## src/hw/rtl/tga_pkg.sv

```systemverilog
// ----------------------------------------------------------------------------
// TGA decoder package
// Shared types and constants for the TGA run-length stream decoder.
// ----------------------------------------------------------------------------
package tga_pkg;

  // Header walk positions: 0..11 type header, 12..17 image spec.
  localparam logic [4:0] POS_TYPE_CODE  = 5'd2;
  localparam logic [4:0] POS_TYPE_LAST  = 5'd11;
  localparam logic [4:0] POS_WIDTH_LO   = 5'd12;
  localparam logic [4:0] POS_WIDTH_HI   = 5'd13;
  localparam logic [4:0] POS_HEIGHT_LO  = 5'd14;
  localparam logic [4:0] POS_HEIGHT_HI  = 5'd15;
  localparam logic [4:0] POS_DEPTH      = 5'd16;
  localparam logic [4:0] POS_DESCRIPTOR = 5'd17;
  localparam logic [4:0] POS_PIXELS     = 5'd18;
  localparam logic [4:0] POS_DONE       = 5'd19;

  localparam logic [7:0] TYPE_RAW  = 8'd2;
  localparam logic [7:0] TYPE_RLE  = 8'd10;
  localparam logic [7:0] DEPTH_24  = 8'd24;
  localparam logic [7:0] DEPTH_32  = 8'd32;
  localparam logic [7:0] RUN_BIAS  = 8'd127;

  localparam int FIFO_DEPTH = 8;
  localparam int FIFO_AW    = $clog2(FIFO_DEPTH);
  localparam int FIFO_CW    = $clog2(FIFO_DEPTH + 1);

  typedef enum logic [2:0] {
    KIND_HEADER    = 3'd0,
    KIND_PIXEL     = 3'd1,
    KIND_BAD_TYPE  = 3'd2,
    KIND_BAD_SPEC  = 3'd3,
    KIND_TRUNCATED = 3'd4
  } kind_t;

  typedef struct packed {
    kind_t       kind;
    logic [7:0]  red;
    logic [7:0]  green;
    logic [7:0]  blue;
    logic [7:0]  alpha;
    logic [7:0]  run_length;
    logic [15:0] image_width;
    logic [15:0] image_height;
    logic        has_alpha;
    logic        image_end;
  } result_t;

  // Up to two results per input item, first one in first.
  typedef struct packed {
    logic [1:0] count;
    result_t    first;
    result_t    second;
  } push_t;

endpackage

```

## src/hw/rtl/tga_parser.sv

```systemverilog
// ----------------------------------------------------------------------------
// TGA header and packet parser
// Registers one input byte, walks the file header and the pixel packets,
// and hands zero, one or two results per byte to the result queue.
// ----------------------------------------------------------------------------
module tga_parser (
  input  logic          clk,
  input  logic          rst,
  input  logic          in_valid_d,
  input  logic [7:0]    in_byte_d,
  input  logic          in_last_d,
  output logic          busy,
  output tga_pkg::push_t push
);
  import tga_pkg::*;

  logic        in_valid;
  logic [7:0]  in_byte;
  logic        in_last;

  logic [4:0]  header_position, header_position_next;
  logic [15:0] stored_width, stored_width_next;
  logic [15:0] stored_height, stored_height_next;
  logic        compressed_flag, compressed_flag_next;
  logic        alpha_flag, alpha_flag_next;
  logic [31:0] pixels_left, pixels_left_next;
  logic [7:0]  packet_pixels_left, packet_pixels_left_next;
  logic        packet_is_run, packet_is_run_next;
  logic [1:0]  byte_in_pixel, byte_in_pixel_next;
  logic        failed_flag, failed_flag_next;
  logic [7:0]  pixel_bytes [3];

  logic        pb_we;
  logic [1:0]  last_byte;
  logic [7:0]  run;
  logic [31:0] area;
  result_t     byte_res;
  logic        byte_res_valid;
  result_t     trunc_res;
  logic        trunc_valid;

  assign busy = in_valid;
  assign area = 32'(stored_width) * 32'(stored_height);
  assign last_byte = alpha_flag ? 2'd3 : 2'd2;

  always_ff @(posedge clk) begin
    if (rst) begin
      in_valid <= 1'b0;
    end else begin
      in_valid <= in_valid_d;
    end
    in_byte <= in_byte_d;
    in_last <= in_last_d;
  end

  always_comb begin
    header_position_next    = header_position;
    stored_width_next       = stored_width;
    stored_height_next      = stored_height;
    compressed_flag_next    = compressed_flag;
    alpha_flag_next         = alpha_flag;
    pixels_left_next        = pixels_left;
    packet_pixels_left_next = packet_pixels_left;
    packet_is_run_next      = packet_is_run;
    byte_in_pixel_next      = byte_in_pixel;
    failed_flag_next        = failed_flag;
    pb_we                   = 1'b0;
    run                     = 8'd0;
    byte_res                = '0;
    byte_res_valid          = 1'b0;
    trunc_res               = '0;
    trunc_valid             = 1'b0;

    if (in_valid) begin
      if (header_position < POS_WIDTH_LO) begin
        if (header_position == POS_TYPE_CODE) begin
          if (in_byte == TYPE_RLE) begin
            compressed_flag_next = 1'b1;
          end else if (in_byte == TYPE_RAW) begin
            compressed_flag_next = 1'b0;
          end else begin
            failed_flag_next = 1'b1;
          end
        end else if (in_byte != 8'd0) begin
          failed_flag_next = 1'b1;
        end
        if (header_position == POS_TYPE_LAST) begin
          if (failed_flag_next) begin
            byte_res.kind        = KIND_BAD_TYPE;
            byte_res.image_end   = 1'b1;
            byte_res_valid       = 1'b1;
            header_position_next = POS_DONE;
          end else begin
            header_position_next = POS_WIDTH_LO;
          end
        end else begin
          header_position_next = header_position + 5'd1;
        end
      end else if (header_position == POS_WIDTH_LO) begin
        stored_width_next[7:0] = in_byte;
        header_position_next   = POS_WIDTH_HI;
      end else if (header_position == POS_WIDTH_HI) begin
        stored_width_next[15:8] = in_byte;
        header_position_next    = POS_HEIGHT_LO;
      end else if (header_position == POS_HEIGHT_LO) begin
        stored_height_next[7:0] = in_byte;
        header_position_next    = POS_HEIGHT_HI;
      end else if (header_position == POS_HEIGHT_HI) begin
        stored_height_next[15:8] = in_byte;
        header_position_next     = POS_DEPTH;
      end else if (header_position == POS_DEPTH) begin
        alpha_flag_next = (in_byte == DEPTH_32);
        if (in_byte != DEPTH_24 && in_byte != DEPTH_32) begin
          failed_flag_next = 1'b1;
        end
        header_position_next = POS_DESCRIPTOR;
      end else if (header_position == POS_DESCRIPTOR) begin
        byte_res_valid = 1'b1;
        if (failed_flag || stored_width == 16'd0 || stored_height == 16'd0) begin
          byte_res.kind        = KIND_BAD_SPEC;
          byte_res.image_end   = 1'b1;
          header_position_next = POS_DONE;
        end else begin
          byte_res.kind           = KIND_HEADER;
          byte_res.image_width    = stored_width;
          byte_res.image_height   = stored_height;
          byte_res.has_alpha      = alpha_flag;
          pixels_left_next        = area;
          packet_pixels_left_next = 8'd0;
          packet_is_run_next      = 1'b0;
          byte_in_pixel_next      = 2'd0;
          header_position_next    = POS_PIXELS;
        end
      end else if (header_position == POS_PIXELS) begin
        if (compressed_flag && packet_pixels_left == 8'd0) begin
          // Packet header: top bit selects a run packet.
          packet_is_run_next = in_byte[7];
          if (in_byte[7]) begin
            packet_pixels_left_next = in_byte - RUN_BIAS;
          end else begin
            packet_pixels_left_next = in_byte + 8'd1;
          end
          byte_in_pixel_next = 2'd0;
        end else if (byte_in_pixel < last_byte) begin
          pb_we              = 1'b1;
          byte_in_pixel_next = byte_in_pixel + 2'd1;
        end else begin
          byte_in_pixel_next = 2'd0;
          if (compressed_flag && packet_is_run) begin
            run                     = packet_pixels_left;
            packet_pixels_left_next = 8'd0;
          end else begin
            run = 8'd1;
            if (compressed_flag && packet_pixels_left != 8'd0) begin
              packet_pixels_left_next = packet_pixels_left - 8'd1;
            end
          end
          if (32'(run) > pixels_left) begin
            run = pixels_left[7:0];
          end
          pixels_left_next     = pixels_left - 32'(run);
          byte_res_valid       = 1'b1;
          byte_res.kind        = KIND_PIXEL;
          // On 24-bit images the last byte is red itself.
          byte_res.red         = alpha_flag ? pixel_bytes[2] : in_byte;
          byte_res.green       = pixel_bytes[1];
          byte_res.blue        = pixel_bytes[0];
          byte_res.alpha       = alpha_flag ? in_byte : 8'd0;
          byte_res.run_length  = run;
          byte_res.has_alpha   = alpha_flag;
          byte_res.image_end   = (pixels_left_next == 32'd0);
          if (pixels_left_next == 32'd0) begin
            header_position_next = POS_DONE;
          end
        end
      end

      if (in_last) begin
        if (header_position_next != POS_DONE) begin
          trunc_valid         = 1'b1;
          trunc_res.kind      = KIND_TRUNCATED;
          trunc_res.image_end = 1'b1;
        end
        header_position_next    = 5'd0;
        stored_width_next       = 16'd0;
        stored_height_next      = 16'd0;
        compressed_flag_next    = 1'b0;
        alpha_flag_next         = 1'b0;
        pixels_left_next        = 32'd0;
        packet_pixels_left_next = 8'd0;
        packet_is_run_next      = 1'b0;
        byte_in_pixel_next      = 2'd0;
        failed_flag_next        = 1'b0;
      end
    end

    push.count  = 2'(byte_res_valid) + 2'(trunc_valid);
    push.first  = byte_res_valid ? byte_res : trunc_res;
    push.second = trunc_res;
  end

  always_ff @(posedge clk) begin
    if (rst) begin
      header_position    <= 5'd0;
      stored_width       <= 16'd0;
      stored_height      <= 16'd0;
      compressed_flag    <= 1'b0;
      alpha_flag         <= 1'b0;
      pixels_left        <= 32'd0;
      packet_pixels_left <= 8'd0;
      packet_is_run      <= 1'b0;
      byte_in_pixel      <= 2'd0;
      failed_flag        <= 1'b0;
    end else begin
      header_position    <= header_position_next;
      stored_width       <= stored_width_next;
      stored_height      <= stored_height_next;
      compressed_flag    <= compressed_flag_next;
      alpha_flag         <= alpha_flag_next;
      pixels_left        <= pixels_left_next;
      packet_pixels_left <= packet_pixels_left_next;
      packet_is_run      <= packet_is_run_next;
      byte_in_pixel      <= byte_in_pixel_next;
      failed_flag        <= failed_flag_next;
    end
  end

  always_ff @(posedge clk) begin
    if (pb_we) begin
      pixel_bytes[byte_in_pixel] <= in_byte;
    end
  end

endmodule

```

## src/hw/rtl/tga_out_fifo.sv

```systemverilog
// ----------------------------------------------------------------------------
// TGA result queue
// Small register queue that takes up to two results per cycle and delivers
// one result per cycle to the output stream while the sink is ready.
// ----------------------------------------------------------------------------
module tga_out_fifo (
  input  logic                        clk,
  input  logic                        rst,
  input  tga_pkg::push_t              push,
  input  logic                        pop,
  output logic                        valid,
  output tga_pkg::result_t            head,
  output logic [tga_pkg::FIFO_CW-1:0] count
);
  import tga_pkg::*;

  result_t             entries [FIFO_DEPTH];
  logic [FIFO_AW-1:0]  wr_ptr, wr_ptr_next;
  logic [FIFO_AW-1:0]  rd_ptr, rd_ptr_next;
  logic [FIFO_CW-1:0]  count_next;
  logic [FIFO_AW-1:0]  wr_ptr_plus1;

  assign valid        = (count != '0);
  assign head         = entries[rd_ptr];
  assign wr_ptr_plus1 = wr_ptr + FIFO_AW'(1);

  always_comb begin
    wr_ptr_next = wr_ptr + FIFO_AW'(push.count);
    rd_ptr_next = rd_ptr + FIFO_AW'(pop);
    count_next  = count + FIFO_CW'(push.count) - FIFO_CW'(pop);
  end

  always_ff @(posedge clk) begin
    if (rst) begin
      wr_ptr <= '0;
      rd_ptr <= '0;
      count  <= '0;
    end else begin
      wr_ptr <= wr_ptr_next;
      rd_ptr <= rd_ptr_next;
      count  <= count_next;
    end
  end

  always_ff @(posedge clk) begin
    if (push.count != 2'd0) begin
      entries[wr_ptr] <= push.first;
    end
    if (push.count == 2'd2) begin
      entries[wr_ptr_plus1] <= push.second;
    end
  end

endmodule

```

## src/hw/rtl/tga_rle_stream_decoder.sv

```systemverilog
// An accepted byte passes the parse register and then the result queue to m_tvalid.
// Throughput: one byte per cycle; the result queue holds eight results and the input
// side stalls once more than four are waiting with a byte still in the parse register.
// Each byte gives at most two results, so a slow sink throttles the input.
// Reset (rst, synchronous) clears the header walk, counters and queue pointers;
// the parser then expects the first byte of a new file.
// ----------------------------------------------------------------------------
// TGA run-length stream decoder
// Parses a TGA file byte stream and emits a header item, RGB(A) pixel runs
// and error items on a streaming output.
// ----------------------------------------------------------------------------
module tga_rle_stream_decoder (
  input  logic        clk,
  input  logic        rst,
  input  logic        s_tvalid,
  output logic        s_tready,
  input  logic [7:0]  s_tdata,   // [7:0] data_byte
  input  logic        s_tlast,   // end_of_file
  output logic        m_tvalid,
  input  logic        m_tready,
  output logic [79:0] m_tdata,   // red, green, blue, alpha, run_length, image_width,
                                 // image_height, has_alpha, zero fill
  output logic [2:0]  m_tuser,   // kind
  output logic        m_tlast    // image_end
);
  import tga_pkg::*;

  push_t              push;
  result_t            head;
  logic               busy;
  logic [FIFO_CW-1:0] count;
  logic               accept;

  // Leave room for two results from the byte in flight and two from the next one.
  assign s_tready = busy ? (count <= FIFO_CW'(FIFO_DEPTH - 4))
                         : (count <= FIFO_CW'(FIFO_DEPTH - 2));
  assign accept   = s_tvalid && s_tready;

  tga_parser u_parser (
    .clk        (clk),
    .rst        (rst),
    .in_valid_d (accept),
    .in_byte_d  (s_tdata),
    .in_last_d  (s_tlast),
    .busy       (busy),
    .push       (push)
  );

  tga_out_fifo u_fifo (
    .clk   (clk),
    .rst   (rst),
    .push  (push),
    .pop   (m_tvalid && m_tready),
    .valid (m_tvalid),
    .head  (head),
    .count (count)
  );

  assign m_tdata = {7'd0, head.has_alpha, head.image_height, head.image_width,
                    head.run_length, head.alpha, head.blue, head.green, head.red};
  assign m_tuser = head.kind;
  assign m_tlast = head.image_end;

endmodule

```

## config.mk

```make
export PLATFORM = sky130hd
export DESIGN_NAME = tga_rle_stream_decoder
export DESIGN_NICKNAME = d
export VERILOG_FILES = /design/src/hw/rtl/tga_pkg.sv /design/src/hw/rtl/tga_parser.sv /design/src/hw/rtl/tga_out_fifo.sv /design/src/hw/rtl/tga_rle_stream_decoder.sv
export SDC_FILE = /design/constraint.sdc
export NUM_CORES = 2
export LEC_CHECK = 0
export BUFFER_PORTS_ARGS = -buffer_cell sky130_fd_sc_hd__buf_2
export CAP_MARGIN = 10
export CORE_ASPECT_RATIO = 1.25
export CORE_MARGIN = 2
export CORE_UTILIZATION = 58
export DETAILED_ROUTE_END_ITERATION = 8
export PLACE_DENSITY = 0.72
export SETUP_SLACK_MARGIN = 0.2
export SYNTH_ARGS = -nofsm -noshare
export SYNTH_HDL_FRONTEND = slang
export SYNTH_SLANG_ARGS = --single-unit
```

## constraint.sdc

```tcl
create_clock -name clk -period 10.45 [get_ports clk]
set_input_delay 1.045 -clock clk [delete_from_list [all_inputs] [get_ports clk]]
set_output_delay 1.045 -clock clk [all_outputs]
set_load 0.01 [all_outputs]
```

# Word-level counts from Yosys, hierarchy flattened
# Memory sizes are Yosys's and may differ from the RTL's. A register that Yosys moved wholly into a read port is not among the register bits.
# Cells that the tools add are included.
[totals]
output_inout_bits = 86
in_bits = 13
n_memories = 2
reg_bits = 103
ramBits = 640
wordCells = 302
[memory_table]
columns = ["name", "depth", "word_bits", "rd", "rd_ports_with_merged_regs", "wr", "line_no", "rtl"]
rows = [
  ["u_fifo.entries", 8, 77, 1, 1, 2, "tga_out_fifo.sv:17", "result_t entries [FIFO_DEPTH];"],
  ["u_parser.pixel_bytes", 3, 8, 3, 0, 1, "tga_parser.sv:31", "logic [7:0] pixel_bytes [3];"],
]
[classes]
n_reduce_logical = 40
n_addsub = 12
n_eq_ne = 30
n_mux = 194
multipliers = 1
n_lt_le_gt_ge = 5
[ops]
columns = ["operator", "count"]
rows = [
  ["two-way mux 77 bit", 7],
  ["two-way mux 32 bit", 13],
  ["two-way mux 8 bit", 47],
  ["two-way mux 16 bit", 6],
  ["two-way mux 43 bit", 2],
  ["two-way mux 1 bit", 75],
  ["two-way mux 5 bit", 15],
  ["two-way mux 73 bit", 1],
  ["two-way mux 41 bit", 1],
  ["two-way mux 40 bit", 1],
  ["two-way mux 2 bit", 18],
  ["two-way mux 33 bit", 1],
  ["> comparator 8 x 32 -> 1 bit", 1],
  ["zero test 16 bit", 2],
  ["zero test 32 bit", 1],
  ["multiplier 16 x 16 -> 32 bit", 1],
  ["subtractor 32 x 8 -> 32 bit", 1],
  ["equality test 5 x 4 -> 1 bit (second input constant)", 5],
  ["AND reduction 11 bit", 2],
  ["two-way mux 3 bit", 7],
  ["!= test 3 x 1 -> 1 bit (second input constant)", 6],
  ["nonzero test 2 bit", 8],
  ["nonzero test 8 bit", 2],
  ["equality test 5 bit (second input constant)", 3],
  ["other kinds (38)", 56],
]

# Logic depth before layout (Yosys ltp)
[logic_depth]
ltp_word = 48
depth_mapped = 36
ltp_nobuf = 33

# Cells and area by module
# Synthesis repeated with hierarchy kept, for this count alone.
[unflattened]
cells_unflattened = 3667
area_unflattened_um2 = 47426.7
[modules_own_cells]
columns = ["mod", "area_each_um2", "instances", "cells_per_inst", "seq_area_each_um2"]
rows = [
  ["tga_out_fifo", 31046.0, 1, 1653, 18697.9],
  ["tga_parser", 16290.6, 1, 2001, 2582.5],
  ["tga_rle_stream_decoder", 90.1, 1, 13, 0.0],
]

# Worst setup path before layout
# OpenSTA, ideal clock, no wires.
[synth_path]
path_kind = "reg2reg"
startpoint = "register u_parser.stored_width[10]"
endpoint = "register u_parser.pixels_left[30]"
n_path_buf = 2
arrival_time_ps = 6566
stages_incl_launch_ff = 26
path_slack_ps = 3809
period_less_slack_ps = 6641
cell_sequence = "dfxtp_1 -> clkbuf_1 -> clkbuf_1 -> nand2_1 -> fa_1 -> inv_1 -> fa_1 -> inv_1 -> fa_1 -> fa_1 -> inv_1 -> fa_1 -> inv_1 -> fa_1 -> inv_1 -> ha_1 -> and3_1 -> o2111ai_1 -> a21o_1 -> and2_1 -> o2111a_1 -> o31ai_1 -> a2111oi_0 -> nor3_1 -> mux2_2 -> a31oi_1"
[synth_via]
elab_chain_len = 10
word_cells_on_any_way = 15
[synth_lines]
columns = ["element", "line_no", "rtl"]
rows = [
  ["start: declaration", "tga_parser.sv:22", "logic [15:0] stored_width, stored_width_next;"],
  ["start signal: assignment", "tga_parser.sv:216", "stored_width <= stored_width_next;"],
  ["multiplier 16 x 16 -> 32 bit", "tga_parser.sv:43", "assign area = 32'(stored_width) * 32'(stored_height);"],
  ["two-way mux 32 bit", "tga_parser.sv:119", "if (failed_flag || stored_width == 16'd0 || stored_height == 16'd0) begin"],
  ["two-way mux 32 bit", "tga_parser.sv:117", "end else if (header_position == POS_DESCRIPTOR) begin"],
  ["two-way mux 32 bit", "tga_parser.sv:111", "end else if (header_position == POS_DEPTH) begin"],
  ["two-way mux 32 bit", "tga_parser.sv:108", "end else if (header_position == POS_HEIGHT_HI) begin"],
  ["two-way mux 32 bit", "tga_parser.sv:105", "end else if (header_position == POS_HEIGHT_LO) begin"],
  ["two-way mux 32 bit", "tga_parser.sv:102", "end else if (header_position == POS_WIDTH_HI) begin"],
  ["two-way mux 32 bit", "tga_parser.sv:99", "end else if (header_position == POS_WIDTH_LO) begin"],
  ["two-way mux 32 bit", "tga_parser.sv:75", "if (header_position < POS_WIDTH_LO) begin"],
  ["two-way mux 32 bit", "tga_parser.sv:178", "if (in_last) begin"],
  ["end signal: assignment", "tga_parser.sv:220", "pixels_left <= pixels_left_next;"],
  ["end: declaration", "tga_parser.sv:26", "logic [31:0] pixels_left, pixels_left_next;"],
]
# Parallel ways exist; a longest one is shown, timed or not. The select of a mux whose other input is x is not followed.
# A chain may end at the register's enable or synchronous reset.

==> out/results.tsv <==
stage	metric	value	unit
synthesis	Synth area leader	dfxtp_1	
layout	Nets	4177	
layout	# diodes	0	
floorplan	Core ar.	68000	um^2
clocking	Clock Path Buffers	3	
global_route	largest net degree at the start of global routing	118	
synthesis	top cell type's share of synthesized area	0.354	
timing	clk_skew	32.9	ps
clocking	total CTS buffers	71	
power	Leak	0.0173	uW
timing	Worst Max-Slew Pin Slew	1090	ps
timing	final setup TNS	0	ps
floorplan	die extent in x	238	um
layout	finished layout cell area	43000	um^2
timing	Slew HR	0.273	
drt	Initial DRC Count	2262	
synthesis	top cells by area, synth	dfxtp_1, fa_1, a22o_1	
floorplan	Die H	297	um
run	Max-Cap Viols	0	
setup_path	CP max FO	53	
floorplan	number of I/O pins	99	
placed_design	Final Wtd Congestion	0.914	
global_route	initial antenna violation count	0	
global_route	GR Util met1	0.377	
synthesis	Post-synth EDFFs	40	
synthesis	Synth Instances	3912	
clocking	Post-CTS Setup Bufs	0	
power	pwr dens	151	nW/um^2
global_route	Total GRT Usage	0.306	
clocking	CTS Sinks	743	
floorplan	Initial Util	0.584	
setup_path	CP arrival	9170	ps
global_route	gr ovfl total	0	
clocking	Reg clk slew, reported paths	60	ps
clocking	Skew-Pair Late Insertion Delay	620	ps
clocking	CTS tree	yes	
global_route	gr busiest metal	met2	
setup_path	CP Capture Type	flip-flop	
setup_path	Setup CP Type	reg -> reg	
setup_path	Worst path slowest cell	nor2_2	
synthesis	post-synthesis average cell area	10.1	um^2
synthesis	total number of yosys warnings	0	
timing	endpoints failing setup	0	
power	Final Power	6500	uW
timing	final period utilization	0.831	
drt	WL/cell	22.6	um
timing	endpoints failing hold	0	
synthesis	prevailing post-synth register cell	dfxtp_1	
synthesis	post-synth cell types	92	
timing	RSZ-0062 raised after global routing	false	
global_route	via count of the first global-routing pass	30200	
layout	Area Overhead vs Synth	8.41	%
timing	Peak Freq	0.115	GHz
drt	# DRC	0	
drt	First-pass DRT Iterations	5	
timing	Final Max Tran Viols	0	
timing	crit path time final	8680	ps
setup_path	CP bufs+invs	3	
clocking	CTS resizes	0	
synthesis	number of synthesized register bits	743	
placed_design	Placed Area	40700	um^2
setup_path	worst path required time	10940	ps
layout	share of layout cells above drive strength 1	0.146	
setup_path	Largest delay share family, worst path	simple AND/OR/NAND/NOR gates	
drt	final wirelength	107000	um
run_status	status	finished clean	
global_route	first-pass GRT wire length	169000	um
timing	Fin Hold WS	447	ps
clocking	Post-CTS Hold Fix Bufs	0	
setup_path	CP max stage delay	850	ps
placed_design	Post-DP HPWL	69200	um
power	VDD IR max	0.000156	V
synthesis	Seq/Total Area, Yosys	0.385	
worst_hold_path	worst hold path class	reg -> reg	
drt	routed vias/inst	6.31	
clocking	CTS Root Buffer Type	clkbuf_16	
floorplan	DIE AREA	70600	um^2
floorplan	Cell Rows	107	
synthesis	Mapped Area	39700	um^2
drt	Vias	30000	
setup_path	CP Launch Type	flip-flop	
synthesis	FFs w/ async S/R, synth	0	
drt	Final ANT Viol Nets	0	
clocking	H-tree lvl count	3	
placed_design	I/O Buffers	91	
global_route	M2 GR Usage	0.539	
global_route	met3 Usage GRT	0.0382	
-- path summary, 6_finish.rpt --
| kind | from | endpoint | slack (ps) | cells past startpoint |
|---|---|---|---|---|
| worst min register to register | u_fifo.entries[7][57]$_SDFFE_PP0P_ | u_fifo.entries[7][57]$_SDFFE_PP0P_ | 450 | 2 |
| worst max-delay path | u_parser.pixels_left[15]$_SDFFE_PP0P_ | u_fifo.entries[6][33]$_SDFFE_PP0P_ | 1770 | 27 |
| worst min-delay path | u_fifo.entries[7][57]$_SDFFE_PP0P_ | u_fifo.entries[7][57]$_SDFFE_PP0P_ | 450 | 2 |
| worst max register to register | u_parser.pixels_left[15]$_SDFFE_PP0P_ | u_fifo.entries[6][33]$_SDFFE_PP0P_ | 1770 | 27 |
-- registers in the layout, summed over array words and instances, names as in the netlist, 4 cells and up --
register,count
u_parser.pixels_left,32
u_parser.in_byte,8
u_fifo.count,4
u_parser.stored_width,16
u_parser.packet_pixels_left,8
u_fifo.entries,616
u_parser.stored_height,16
u_parser.pixel_bytes,24
u_parser.header_position,5
-- cells in the mapped netlist, types with 7 or more instances --
library cell	number
dfxtp_1	703
nand2_1	469
a22o_1	416
clkbuf_1	288
inv_1	276
o21ai_0	245
fa_1	197
nor2_1	189
mux4_2	154
ha_1	147
a21oi_1	100
and2_1	97
mux2_2	80
nor3_1	64
edfxtp_1	40
xnor2_1	35
a22oi_1	32
nand3_1	28
xor2_1	24
buf_1	21
a21o_1	20
mux2i_1	18
nor4_1	17
and3_1	16
nand2b_1	15
nor2b_1	13
buf_2	12
nor3b_1	12
or3_1	11
o22ai_1	10
a31oi_1	9
nand3b_1	8
o21a_1	8
o2bb2ai_1	8
a211oi_1	7
buf_4	7
buf_6	7
nand4_1	7
nor2_4	7
o211ai_1	7
-- through the flow --
stage	setup WS [ps]	utilization	std cells
finish	1770	0.633	4748
global route	1230	0.633	4748
CTS	1880	0.633	4748
detailed placement	1920	0.598	4619
global placement	2150	0.598	4619
floorplan	3810	-	3918
-- per-layer routing --
layer | part of all wire | up-vias
met4 | 0.041 | 0
met5 | 0 | -
met1 | 0.39 | 15000
li1 | - | 13500
met2 | 0.51 | 1118
met3 | 0.061 | 269
-- cell usage in the layout (no fill, tap or decap), types with 15 or more instances in the layout --
cell type	count
mux4_2	154
nor2_4	23
o21ai_0	245
buf_4	71
nand2_1	469
edfxtp_1	40
buf_2	90
xnor2_1	35
nand2b_1	15
nor3_1	60
a21oi_1	100
mux2_2	80
clkbuf_16	74
nor2_1	170
a21o_1	20
a22oi_1	32
xor2_1	24
a22o_1	416
ha_1	147
mux2i_1	18
nor4_1	16
inv_1	276
clkinv_2	15
and3_1	16
dfxtp_1	700
nand3_1	28
fa_1	197
clkbuf_1	17
and2_1	97
-- cells by family after synthesis --
group,count (synthesis),synth area share
xor gates and xnor gates,59,0.0130
adders and majority gates,344,0.146
muxes,252,0.115
and+or+nand+nor,985,0.115
DFF,743,0.385
other,1,0.0000945
buffers and inverters,612,0.0602
AOI/OAI and AO/OA,916,0.167
-- power breakdown --
part           leakage (uW)  switching [uW]  internal, uW
registers           0.00602            75.7          2880
clock network       0.00116            1140          1490
logic                0.0101             527           398
total                0.0173            1740          4760
-- worst min-delay path: cells and delay by family, from the launching register on --
family / cells / cell delay [ps]
DFF: 1 / 320
AOI/OAI and AO/OA: 1 / 50
and+or+nand+nor: 1 / 40
-- area by class of cell --
type	instances	area [um^2]
fill	5540	25000
multi-input combinational	2563	22200
sequential	743	15300
clock buffer	98	2010
tap	872	1090
timing repair buffer	164	1040
inverter	277	1040
clock inverter	31	354
No activity file was read; power rests on OpenSTA's default activity.
